File: config.mk
export PLATFORM = sky130hd
export DESIGN_NAME = signed_number_text_parser
export DESIGN_NICKNAME = d
export VERILOG_FILES = /design/src/hw/rtl/sntp_pkg.sv /design/src/hw/rtl/sntp_datapath.sv /design/src/hw/rtl/sntp_ctrl.sv /design/src/hw/rtl/signed_number_text_parser.sv
export SDC_FILE = /design/constraint.sdc
export NUM_CORES = 1
export LEC_CHECK = 0
export BUFFER_PORTS_ARGS = -buffer_cell sky130_fd_sc_hd__buf_2
export CELL_PAD_IN_SITES_DETAIL_PLACEMENT = 0
export CELL_PAD_IN_SITES_GLOBAL_PLACEMENT = 2
export CORE_ASPECT_RATIO = 0.9
export CORE_UTILIZATION = 43
export DETAILED_ROUTE_END_ITERATION = 16
export PLACE_DENSITY_LB_ADDON = 0.1
export SYNTH_ARGS = -nofsm -noshare
export SYNTH_HDL_FRONTEND = slang
export SYNTH_HIERARCHICAL = 1
export SYNTH_SLANG_ARGS = --single-unit
File: constraint.sdc
create_clock -name aclk -period 8.7 [get_ports aclk]
set_input_delay 1.74 -clock aclk [delete_from_list [all_inputs] [get_ports aclk]]
set_output_delay 1.74 -clock aclk [all_outputs]
set_load 0.005 [all_outputs]
File: src/hw/rtl/sntp_pkg.sv
package sntp_pkg;

    localparam int CHAR_W          = 8;
    localparam int INT_W           = 32;
    localparam int FRAC_BITS       = 16;
    localparam int MAX_FRAC_DIGITS = 9;
    localparam int FRAC_ACC_W      = 30;
    localparam int FRAC_CNT_W      = 4;
    localparam int MODE_W          = 2;
    localparam int DIV_CNT_W       = $clog2(FRAC_BITS);
    localparam int RES_W           = 1 + INT_W + FRAC_BITS;
    localparam int TDATA_W         = ((RES_W + 7) / 8) * 8;
    localparam int PAD_W           = TDATA_W - RES_W;

    localparam logic [MODE_W-1:0] MODE_DEC  = 2'd0;
    localparam logic [MODE_W-1:0] MODE_HEX  = 2'd1;
    localparam logic [MODE_W-1:0] MODE_FRAC = 2'd2;

    localparam logic [CHAR_W-1:0] CH_ZERO  = 8'h30;
    localparam logic [CHAR_W-1:0] CH_NINE  = 8'h39;
    localparam logic [CHAR_W-1:0] CH_LA    = 8'h61;
    localparam logic [CHAR_W-1:0] CH_LF    = 8'h66;
    localparam logic [CHAR_W-1:0] CH_UA    = 8'h41;
    localparam logic [CHAR_W-1:0] CH_UF    = 8'h46;
    localparam logic [CHAR_W-1:0] CH_MINUS = 8'h2D;
    localparam logic [CHAR_W-1:0] CH_DOT   = 8'h2E;

    typedef struct packed {
        logic step;
        logic finish;
        logic div_step;
        logic emit;
    } sntp_cmd_t;

    typedef struct packed {
        logic need_div;
    } sntp_status_t;

    function automatic logic [FRAC_ACC_W-1:0] pow10(input logic [FRAC_CNT_W-1:0] n);
        logic [FRAC_ACC_W-1:0] p;
        case (n)
            4'd0:    p = 30'd1;
            4'd1:    p = 30'd10;
            4'd2:    p = 30'd100;
            4'd3:    p = 30'd1000;
            4'd4:    p = 30'd10000;
            4'd5:    p = 30'd100000;
            4'd6:    p = 30'd1000000;
            4'd7:    p = 30'd10000000;
            4'd8:    p = 30'd100000000;
            default: p = 30'd1000000000;
        endcase
        return p;
    endfunction

endpackage

File: src/hw/rtl/sntp_datapath.sv
module sntp_datapath (
    input  logic                            aclk,
    input  logic                            aresetn,
    input  logic                            cfg_wr_en,
    input  logic [sntp_pkg::MODE_W-1:0]     cfg_wr_data,
    input  logic [sntp_pkg::CHAR_W-1:0]     char_in,
    input  sntp_pkg::sntp_cmd_t             cmd,
    output sntp_pkg::sntp_status_t          status,
    output logic [sntp_pkg::TDATA_W-1:0]    m_tdata,
    output logic                            m_tuser
);

    logic [sntp_pkg::MODE_W-1:0]     mode_reg;

    logic [sntp_pkg::INT_W-1:0]      int_accum_reg, int_accum_next;
    logic [sntp_pkg::FRAC_ACC_W-1:0] frac_accum_reg, frac_accum_next;
    logic [sntp_pkg::FRAC_CNT_W-1:0] frac_cnt_reg, frac_cnt_next;
    logic                            minus_seen_reg, minus_seen_next;
    logic                            digit_seen_reg, digit_seen_next;
    logic                            in_frac_reg, in_frac_next;
    logic                            ended_reg, ended_next;

    logic                            res_found_reg;
    logic                            res_neg_reg;
    logic [sntp_pkg::INT_W-1:0]      res_int_reg;
    logic [sntp_pkg::FRAC_ACC_W-1:0] rem_reg;
    logic [sntp_pkg::FRAC_ACC_W-1:0] divisor_reg;
    logic [sntp_pkg::FRAC_BITS-1:0]  quot_reg;

    logic [sntp_pkg::TDATA_W-1:0]    tdata_reg;
    logic                            tuser_reg;

    logic                            frac_mode;
    logic                            is_dec;
    logic                            is_lhex;
    logic                            is_uhex;
    logic                            is_digit;
    logic [3:0]                      dval;
    logic [sntp_pkg::INT_W-1:0]      int_scaled;
    logic [sntp_pkg::FRAC_ACC_W+3:0] frac_sum;
    logic [sntp_pkg::FRAC_ACC_W:0]   rem_dbl;
    logic                            rem_ge;

    assign frac_mode = (mode_reg == sntp_pkg::MODE_FRAC);
    assign is_dec    = (char_in >= sntp_pkg::CH_ZERO) && (char_in <= sntp_pkg::CH_NINE);
    assign is_lhex   = (mode_reg == sntp_pkg::MODE_HEX) &&
                       (char_in >= sntp_pkg::CH_LA) && (char_in <= sntp_pkg::CH_LF);
    assign is_uhex   = (mode_reg == sntp_pkg::MODE_HEX) &&
                       (char_in >= sntp_pkg::CH_UA) && (char_in <= sntp_pkg::CH_UF);
    assign is_digit  = is_dec || is_lhex || is_uhex;

    always_comb begin
        if (is_lhex) begin
            dval = 4'(char_in - sntp_pkg::CH_LA + 8'd10);
        end else if (is_uhex) begin
            dval = 4'(char_in - sntp_pkg::CH_UA + 8'd10);
        end else begin
            dval = 4'(char_in - sntp_pkg::CH_ZERO);
        end
    end

    assign int_scaled = (mode_reg == sntp_pkg::MODE_HEX) ? {int_accum_reg[27:0], 4'b0}
                      : ({int_accum_reg[28:0], 3'b0} + {int_accum_reg[30:0], 1'b0});
    assign frac_sum   = {1'b0, frac_accum_reg, 3'b0} + {3'b0, frac_accum_reg, 1'b0}
                      + {30'd0, dval};

    always_comb begin
        int_accum_next  = int_accum_reg;
        frac_accum_next = frac_accum_reg;
        frac_cnt_next   = frac_cnt_reg;
        minus_seen_next = minus_seen_reg;
        digit_seen_next = digit_seen_reg;
        in_frac_next    = in_frac_reg;
        ended_next      = ended_reg;
        if (cmd.finish) begin
            int_accum_next  = '0;
            frac_accum_next = '0;
            frac_cnt_next   = '0;
            minus_seen_next = 1'b0;
            digit_seen_next = 1'b0;
            in_frac_next    = 1'b0;
            ended_next      = 1'b0;
        end else if (cmd.step && !ended_reg) begin
            if (is_digit) begin
                if (frac_mode && in_frac_reg) begin
                    if (frac_cnt_reg < sntp_pkg::FRAC_CNT_W'(sntp_pkg::MAX_FRAC_DIGITS)) begin
                        frac_accum_next = frac_sum[sntp_pkg::FRAC_ACC_W-1:0];
                        frac_cnt_next   = frac_cnt_reg + 4'd1;
                    end
                end else begin
                    int_accum_next = int_scaled + {28'd0, dval};
                end
                digit_seen_next = 1'b1;
            end else if (frac_mode && (char_in == sntp_pkg::CH_DOT)) begin
                in_frac_next = 1'b1;
            end else if (digit_seen_reg) begin
                ended_next = 1'b1;
            end else if (char_in == sntp_pkg::CH_MINUS) begin
                minus_seen_next = 1'b1;
            end
        end
    end

    assign status.need_div = digit_seen_reg && frac_mode;

    assign rem_dbl = {rem_reg, 1'b0};
    assign rem_ge  = (rem_dbl >= {1'b0, divisor_reg});

    always_ff @(posedge aclk) begin
        if (!aresetn) begin
            mode_reg       <= sntp_pkg::MODE_DEC;
            int_accum_reg  <= '0;
            frac_accum_reg <= '0;
            frac_cnt_reg   <= '0;
            minus_seen_reg <= 1'b0;
            digit_seen_reg <= 1'b0;
            in_frac_reg    <= 1'b0;
            ended_reg      <= 1'b0;
        end else begin
            if (cfg_wr_en) begin
                mode_reg <= cfg_wr_data;
            end
            int_accum_reg  <= int_accum_next;
            frac_accum_reg <= frac_accum_next;
            frac_cnt_reg   <= frac_cnt_next;
            minus_seen_reg <= minus_seen_next;
            digit_seen_reg <= digit_seen_next;
            in_frac_reg    <= in_frac_next;
            ended_reg      <= ended_next;
        end
    end

    always_ff @(posedge aclk) begin
        if (cmd.finish) begin
            res_found_reg <= digit_seen_reg;
            res_neg_reg   <= digit_seen_reg && minus_seen_reg;
            if (!digit_seen_reg) begin
                res_int_reg <= '0;
            end else if (minus_seen_reg) begin
                res_int_reg <= '0 - int_accum_reg;
            end else begin
                res_int_reg <= int_accum_reg;
            end
            rem_reg     <= frac_accum_reg;
            divisor_reg <= sntp_pkg::pow10(frac_cnt_reg);
            quot_reg    <= '0;
        end else if (cmd.div_step) begin
            if (rem_ge) begin
                rem_reg <= sntp_pkg::FRAC_ACC_W'(rem_dbl - {1'b0, divisor_reg});
            end else begin
                rem_reg <= rem_dbl[sntp_pkg::FRAC_ACC_W-1:0];
            end
            quot_reg <= {quot_reg[sntp_pkg::FRAC_BITS-2:0], rem_ge};
        end
        if (cmd.emit) begin
            tdata_reg <= {{sntp_pkg::PAD_W{1'b0}}, quot_reg, res_int_reg, res_neg_reg};
            tuser_reg <= res_found_reg;
        end
    end

    assign m_tdata = tdata_reg;
    assign m_tuser = tuser_reg;

endmodule

File: src/hw/rtl/sntp_ctrl.sv
module sntp_ctrl (
    input  logic                    aclk,
    input  logic                    aresetn,
    input  logic                    s_tvalid,
    input  logic                    s_tlast,
    output logic                    s_tready,
    input  logic                    m_tready,
    output logic                    m_tvalid,
    input  sntp_pkg::sntp_status_t  status,
    output sntp_pkg::sntp_cmd_t     cmd
);

    typedef enum logic [1:0] {
        S_RUN,
        S_FINISH,
        S_DIV,
        S_EMIT
    } state_t;

    state_t                           state_reg;
    logic                             m_tvalid_reg;
    logic [sntp_pkg::DIV_CNT_W-1:0]   cnt_reg;
    logic                             out_free;

    assign out_free     = !m_tvalid_reg || m_tready;
    assign s_tready     = (state_reg == S_RUN);
    assign m_tvalid     = m_tvalid_reg;

    assign cmd.step     = (state_reg == S_RUN) && s_tvalid;
    assign cmd.finish   = (state_reg == S_FINISH);
    assign cmd.div_step = (state_reg == S_DIV);
    assign cmd.emit     = (state_reg == S_EMIT) && out_free;

    always_ff @(posedge aclk) begin
        if (!aresetn) begin
            state_reg    <= S_RUN;
            m_tvalid_reg <= 1'b0;
            cnt_reg      <= '0;
        end else begin
            if (cmd.emit) begin
                m_tvalid_reg <= 1'b1;
            end else if (m_tvalid_reg && m_tready) begin
                m_tvalid_reg <= 1'b0;
            end
            case (state_reg)
                S_RUN: begin
                    if (s_tvalid && s_tlast) begin
                        state_reg <= S_FINISH;
                    end
                end
                S_FINISH: begin
                    if (status.need_div) begin
                        cnt_reg   <= sntp_pkg::DIV_CNT_W'(sntp_pkg::FRAC_BITS - 1);
                        state_reg <= S_DIV;
                    end else begin
                        state_reg <= S_EMIT;
                    end
                end
                S_DIV: begin
                    if (cnt_reg == '0) begin
                        state_reg <= S_EMIT;
                    end else begin
                        cnt_reg <= cnt_reg - sntp_pkg::DIV_CNT_W'(1);
                    end
                end
                S_EMIT: begin
                    if (out_free) begin
                        state_reg <= S_RUN;
                    end
                end
                default: begin
                    state_reg <= S_RUN;
                end
            endcase
        end
    end

`ifndef NO_ASSERTIONS
    a_rise_from_emit: assert property (@(posedge aclk) disable iff (!aresetn)
        $rose(m_tvalid_reg) |-> $past(state_reg == S_EMIT))
        else $error("result word raised outside emit");

    a_last_to_finish: assert property (@(posedge aclk) disable iff (!aresetn)
        (s_tvalid && s_tready && s_tlast) |=> (state_reg == S_FINISH))
        else $error("last character did not start finish");

    a_div_done: assert property (@(posedge aclk) disable iff (!aresetn)
        (state_reg == S_DIV && cnt_reg == '0) |=> (state_reg == S_EMIT))
        else $error("divider did not hand over to emit");

    a_no_step_busy: assert property (@(posedge aclk) disable iff (!aresetn)
        (cmd.step || cmd.finish) |-> !(cmd.step && cmd.finish) && !cmd.div_step)
        else $error("overlapping datapath commands");
`endif

endmodule

File: src/hw/rtl/signed_number_text_parser.sv
// Parses one ASCII character per cycle; s_tready stays high through a field.
// After the tlast word, the result passes the finish and emit states in integer modes or
// when no digit was found; in fraction mode the 16-step divider runs between those states.
// Per field, s_tready is low until the result is emitted, also during result-side stalls.
// Reset (aresetn low, synchronous) clears the mode to decimal, the field state and m_tvalid.
module signed_number_text_parser (
    input  logic                            aclk,
    input  logic                            aresetn,
    input  logic                            cfg_wr_en,
    input  logic [sntp_pkg::MODE_W-1:0]     cfg_wr_data,
    input  logic                            s_tvalid,
    output logic                            s_tready,
    input  logic [sntp_pkg::CHAR_W-1:0]     s_tdata,   // char_in
    input  logic                            s_tlast,   // last_char
    output logic                            m_tvalid,
    input  logic                            m_tready,
    output logic [sntp_pkg::TDATA_W-1:0]    m_tdata,   // is_negative, int_value, frac_q16, zero pad
    output logic                            m_tuser    // found_number
);

    sntp_pkg::sntp_cmd_t    cmd;
    sntp_pkg::sntp_status_t status;

    sntp_ctrl u_ctrl (
        .aclk     (aclk),
        .aresetn  (aresetn),
        .s_tvalid (s_tvalid),
        .s_tlast  (s_tlast),
        .s_tready (s_tready),
        .m_tready (m_tready),
        .m_tvalid (m_tvalid),
        .status   (status),
        .cmd      (cmd)
    );

    sntp_datapath u_datapath (
        .aclk        (aclk),
        .aresetn     (aresetn),
        .cfg_wr_en   (cfg_wr_en),
        .cfg_wr_data (cfg_wr_data),
        .char_in     (s_tdata),
        .cmd         (cmd),
        .status      (status),
        .m_tdata     (m_tdata),
        .m_tuser     (m_tuser)
    );

endmodule

==> impl_metrics.toml, run 1 <==
[floorplan]
core_area_mm2 = 0.0352
fp.dieW_um = 202
die_h_um = 182
num_rows = 65
io_pins = 75
initial_utilization = 0.439
die_area_mm2 = 0.0367

[routing]
drt-wirelength-per-cell_um = 16.9
vias = 11900
wirelength_um = 36800
via_per_inst = 5.46
ant_nets = 0
drc = 0
first_pass_iters = 5
drt-initial-drc-count = 690

[layout]
nets = 1844
layout_common_cells = "nand2_1 (193), edfxtp_1 (137), ha_1 (134)"
insertedDiodeCount = 0
final_core_util = 0.488
area.growth.synth_to_final_pct = 11.1
layout_commonest_cell = "nand2_1"
instances_no_fill = 2179
drive_gt1_frac = 0.113
largest_reg_flops = 49

[placed_design]
globalplace.congestion = 0.819
dp_hpwl_um = 26700
placed_cells = 2129
portBuffers = 67

[worst_setup_path]
cp_slowest_cell = "nor4_2"
cp_common_cell = "ha_1"
crit_path_end_kind = "flip-flop"
reg2regPathDepth = 20
cp.depth = 22
start_kind = "input port"
worst_ep_required_time_ns = 9.14
critPathMaxFanout = 5
critPathBufInv = 2
crit_chain = "buf_2 -> inv_1 -> ha_1 -> nor3b_1 -> nor4_2 -> nor2b_1 -> nand2_1 -> xnor2_1 -> ha_1 -> ha_1 -> fa_1 -> a21o_1 -> a21oi_1 -> o21ai_0 -> and3_1 -> o211ai_1 -> nand2_1 -> a41o_1 -> o21ba_2 -> a31oi_1 -> or4_1 -> nand3_1"
cp_top_family = "compound AO/OA/AOI/OAI gates"
crit_arrival_ns = 6.53
critPathKind = "in -> reg"
crit_path_max_incr_delay_ns = 0.42

[synthesis]
seq_area_frac_synth = 0.389
synth_async_sr_flop_share = 0
yosys_warnings = 6
postSynthAreaPerCell_um2 = 9.41
synth_seq_cells = 232
syn_area_mm2 = 0.0155
yosys.cell_types.count = 88
synth_edf_count = 137
synth_ff_type = "edfxtp_1"
synthCells = 1643

[sta]
relSlewSlack = 0.395
tightestPinTransition_ns = 0.905
rsz0062_at_grt = "no"
hold_viol = 0
min_period_ns = 6.08
fmax_mhz = 164
finalSetupViolCount = 0
period_share = 0.699
slew_violations = 0
fin_tns_setup_ns = 0
skew_ns = 0.0233

[global_routing]
grt_pass1_wl_um = 60400
grt_overflow = 0
grt_max_degree = 76
grt_pass1_vias = 11440
antenna_found_initial = 1
grt.total_usage = 0.202

[clock_network]
postCtsSetupBuffers = 0
cts_buffers = 27
htree_levels = 1
root_buffer = "clkbuf_16"
clockBufferDepth = 3
clock_sinks = 232
cts.repair.resized = 0
cts_tree = "done"
clk_latency_ns = 0.55
clk_pin_slew_ns = 0.07
hold_buffers = 0

[hold_path]
hp-class = "reg -> reg"
min_path_cells = 0

[status]
outcome = "finished clean"

[pwr]
p_per_area_mw_per_mm2 = 261
ir_drop_uv = 190
power.leakage_nw = 7.04

[job]
drv_cap = 0
## through the flow
stage / hold WS, ns / setup WS, ns / power, mW / area (um2)
4_1_cts: 0.419 / 2.67 / 4.55 / 17200
5_1_grt: 0.423 / 2.18 / 4.82 / 17200
2_1_floorplan: 0.400 / 2.81 / 2.93 / 15500
6_report: 0.417 / 2.62 / 4.49 / 17200
3_3_place_gp: 0.401 / 2.18 / 3.30 / 16200
3_5_place_dp: 0.405 / 2.10 / 3.33 / 16200
## path summary, 6_finish.rpt
| check | endpoint | start | slack [ns] |
|---|---|---|---|
| min reg2reg | u_datapath/m_tdata[12] | u_datapath/res_int_reg[11] | 0.42 |
| min | u_datapath/m_tdata[12] | u_datapath/res_int_reg[11] | 0.42 |
| max reg2reg | u_datapath/frac_accum_reg[28] | u_datapath/mode_reg[1] | 3.59 |
| max | u_datapath/frac_accum_reg[28] | s_tdata[0] | 2.62 |
## Yosys cell counts (18+ instances only)
library cell  instances  area (um2)
xnor2_1              85         744
mux2i_1              30         300
clkbuf_1             46         173
a21oi_1             113         566
dfxtp_1              95        1900
xor2_1               38         333
nand2b_1             19         119
mux2_2               25         282
nand2_1             193         724
inv_1                63         236
a21o_1               40         300
ha_1                135        1690
o21ai_0              85         425
a211oi_1             25         188
and2_1               37         231
nor2b_1              22         138
edfxtp_1            137        4110
o31ai_1              18         135
nor3_1               32         160
nor2_1              101         379
nand3_1              35         175
## area by class of cell
class | count | area, um2
inverter | 63 | 236
timing repair buffer | 80 | 433
sequential | 232 | 6020
tap | 469 | 587
fill | 3398 | 18000
clock buffer | 34 | 773
multi-input combinational | 1285 | 8960
clock inverter | 16 | 179
## metal layers
| metal | vias up | routed length, um | GRT usage |
|---|---|---|---|
| li1 | 6106 | - | - |
| met1 | 5530 | 18900 | 0.291 |
| met2 | 230 | 16000 | 0.327 |
| met3 | 34 | 1400 | 0.0257 |
| met4 | 0 | 498 | 0.0327 |
| met5 | - | 0 | 0 |
## cell families after synthesis
logic type | count (synthesis) | share of synthesized area
and+or+nand+nor | 554 | 0.180
AOI/OAI and AO/OA | 407 | 0.174
DFF | 232 | 0.389
adders and majority gates | 139 | 0.114
buffers and inverters | 132 | 0.0351
xor gates and xnor gates | 123 | 0.0697
muxes | 55 | 0.0376
other | 1 | 0.000242
## power by group
part | switching, mW | total [mW] | internal [mW]
clock | 0.472 | 1.19 | 0.722
sequential | 0.0997 | 1.61 | 1.51
combinational | 0.990 | 1.69 | 0.703
total | 1.56 | 4.49 | 2.93
Note: power is estimated with default switching activity, not from simulation.
==> run 2, diff against run 1 <==
--- a/config.mk
+++ b/config.mk
@@ -9,7 +9,7 @@
 export CELL_PAD_IN_SITES_DETAIL_PLACEMENT = 0
 export CELL_PAD_IN_SITES_GLOBAL_PLACEMENT = 2
 export CORE_ASPECT_RATIO = 0.9
-export CORE_UTILIZATION = 43
+export CORE_UTILIZATION = 36
 export DETAILED_ROUTE_END_ITERATION = 16
 export PLACE_DENSITY_LB_ADDON = 0.1
 export SYNTH_ARGS = -nofsm -noshare
==> constraint.sdc (replaced) <==
create_clock -name aclk -period 5 [get_ports aclk]
set_input_delay 1 -clock aclk [delete_from_list [all_inputs] [get_ports aclk]]
set_output_delay 1 -clock aclk [all_outputs]
set_load 0.005 [all_outputs]
==> run 2 against run 1 <==
Net effect: sequential cell count is the same; sequential share of layout area fell by 0.62 points; the run now ends with DRC left; global-route usage fell by 2.1 points; largest power group unchanged; count of clock-buffer cells in the layout decreased by 6; via count is 1.6% higher; highest routed layer unchanged; sequential power is 73% higher; worst setup slack worse by 2.2 ns; hold slack got worse by 0.0034 ns; core utilization is 7.2 points lower; cell area grew 1.8%; largest cell class unchanged.
==> impl_metrics.toml, run 2 (synthesis gave the netlist of run 1 again) <==
[status]
outcome = "complete, but fails checks"
violations = "DRC"

[routing]
drc = 10
ant_nets = 0
via_per_inst = 5.29
drt-wirelength-per-cell_um = 17.2
vias = 12096
wirelength_um = 39300
drt-initial-drc-count = 593
first_pass_iters = 11

[placed_design]
placed_cells = 2235
portBuffers = 67
postPlaceCellArea_mm2 = 0.0166
dp_hpwl_um = 28600
globalplace.congestion = 0.839

[global_routing]
grt_overflow = 0
grt.total_usage = 0.181
antenna_found_initial = 0
grt_pass1_vias = 11771
grt_max_degree = 71
grt_pass1_wl_um = 63700

[hold_path]
hp-class = "reg -> reg"
hp-start = "u_datapath/res_int_reg[29]"

[clock_network]
clockBufferDepth = 3
clk_latency_ns = 0.58
clk_pin_slew_ns = 0.06
root_buffer = "clkbuf_16"
cts_tree = "done"
htree_levels = 1
clock_sinks = 232
postCtsSetupBuffers = 0
hold_buffers = 0
cts_buffers = 28
cts.repair.resized = 0

[worst_setup_path]
crit_arrival_ns = 5.05
worst_ep_required_time_ns = 5.45
critPathKind = "in -> reg"
r2r_end = "u_datapath/int_accum_reg[28]"
crit_path_end_kind = "flip-flop"
crit_start = "s_tdata[7]"
timing.rr.start = "u_datapath/int_accum_reg[0]"
crit_chain = "buf_2 -> or3b_1 -> nor4_4 -> nor2b_4 -> nand2_1 -> xnor2_2 -> ha_1 -> ha_1 -> fa_1 -> a21o_1 -> a21oi_1 -> o21ai_0 -> and3_1 -> o211ai_1 -> nand2_1 -> a41o_1 -> o21ba_2 -> a31oi_1 -> or4_1 -> nand3_1"
critPathMaxFanout = 3
start_kind = "input port"
reg2regPathDepth = 13
critPathCapture = "u_datapath/frac_accum_reg[28]"
regToRegSetupSlack_ns = 0.82
crit_path_max_incr_delay_ns = 0.41
cp_slowest_cell = "or3b_1"

[floorplan]
num_rows = 71
core_area_mm2 = 0.0421
io_pins = 75
die_area_mm2 = 0.0438
fp.dieW_um = 220
initial_utilization = 0.367
die_h_um = 199

[sta]
fin_hold_ws_ns = 0.413
relSlewSlack = 0.369
period_share = 0.919
hold_viol = 0
skew_ns = 0.0205
tightestPinTransition_ns = 0.945
fmax_mhz = 218
finalSetupViolCount = 0
min_period_ns = 4.59
rsz0062_at_grt = "no"
slew_violations = 0

[pwr]
power.leakage_nw = 7.17
ir_drop_uv = 380
p_per_area_mw_per_mm2 = 447

[layout]
instances_no_fill = 2287
nets = 1873
layout_commonest_cell = "nand2_1"
drive_gt1_frac = 0.126
layout_common_cells = "nand2_1 (193), edfxtp_1 (137), ha_1 (134)"
design_area_mm2 = 0.0175
multi_input_area_mm2 = 0.00899
largest_reg_flops = 49
final-seq-area_mm2 = 0.00602
fillers = 4200
area.growth.synth_to_final_pct = 13.1
insertedDiodeCount = 0

[job]
drv_cap = 0
-- run 2: cell types whose count changed in the layout (fill, tap and decap cells not counted), moves of 2 or more --
| cell | before | now |
|---|---|---|
| buf_4 | 13 | 40 |
| clkbuf_8 | 5 | 0 |
| inv_4 | 2 | 0 |
| inv_6 | 2 | 5 |
| inv_8 | 0 | 2 |
| clkinv_2 | 5 | 3 |
| clkinv_1 | 0 | 7 |
-- run 2: layout make-up --
class / instances / area share
Tap cell: 547 / 0.0391
Clock inverter: 24 / 0.0125
Sequential cell: 232 / 0.344
Timing Repair Buffer: 108 / 0.0375
Clock buffer: 28 / 0.0400
Multi-Input combinational cell: 1285 / 0.514
Inverter: 63 / 0.0135
-- run 2: worst max-delay path: cells and delay by family --
kind / cells / cell delay, ns
adders and majority gates: 3 / 0.89
xor gates and xnor gates: 1 / 0.14
buffers and inverters: 1 / 0.10
and+or+nand+nor: 8 / 1.48
AOI/OAI and AO/OA: 7 / 1.43
-- run 2: layer usage --
layer	vias up	global-route usage	part of all wire
met2	189	0.284	0.43
met3	39	0.0242	0.034
met4	0	0.0345	0.017
met1	5701	0.266	0.51
li1	6167	-	-
met5	-	0	0
-- run 2: power breakdown --
part           internal [mW]  total (mW)  switching [mW]
Combinational           1.24        2.97            1.73
Clock                   1.15        2.05           0.904
Sequential              2.62        2.79           0.172
-- run 2: how the worst min path moves through the flow --
stage,end,slack [ns],cells after the start
after floorplan,u_datapath/m_tdata[0],0.40,0
after global placement,u_datapath/m_tdata[19],0.40,0
after detailed placement,u_datapath/m_tdata[17],0.40,0
after CTS,u_datapath/m_tdata[14],0.41,0
after global routing,u_datapath/m_tdata[14],0.42,0
final,u_datapath/m_tdata[30],0.41,0
-- run 2: metrics by stage --
stage	setup slack [ns]	power, mW	utilization	setup TNS [ns]
CTS	0.414	7.94	0.416	0
floorplan	0.0236	5.10	-	0
global route	0.0893	8.39	0.416	0
finish	0.405	7.82	0.416	0
detailed placement	-0.159	5.83	0.394	-0.232
global placement	-0.177	5.81	0.394	-0.299
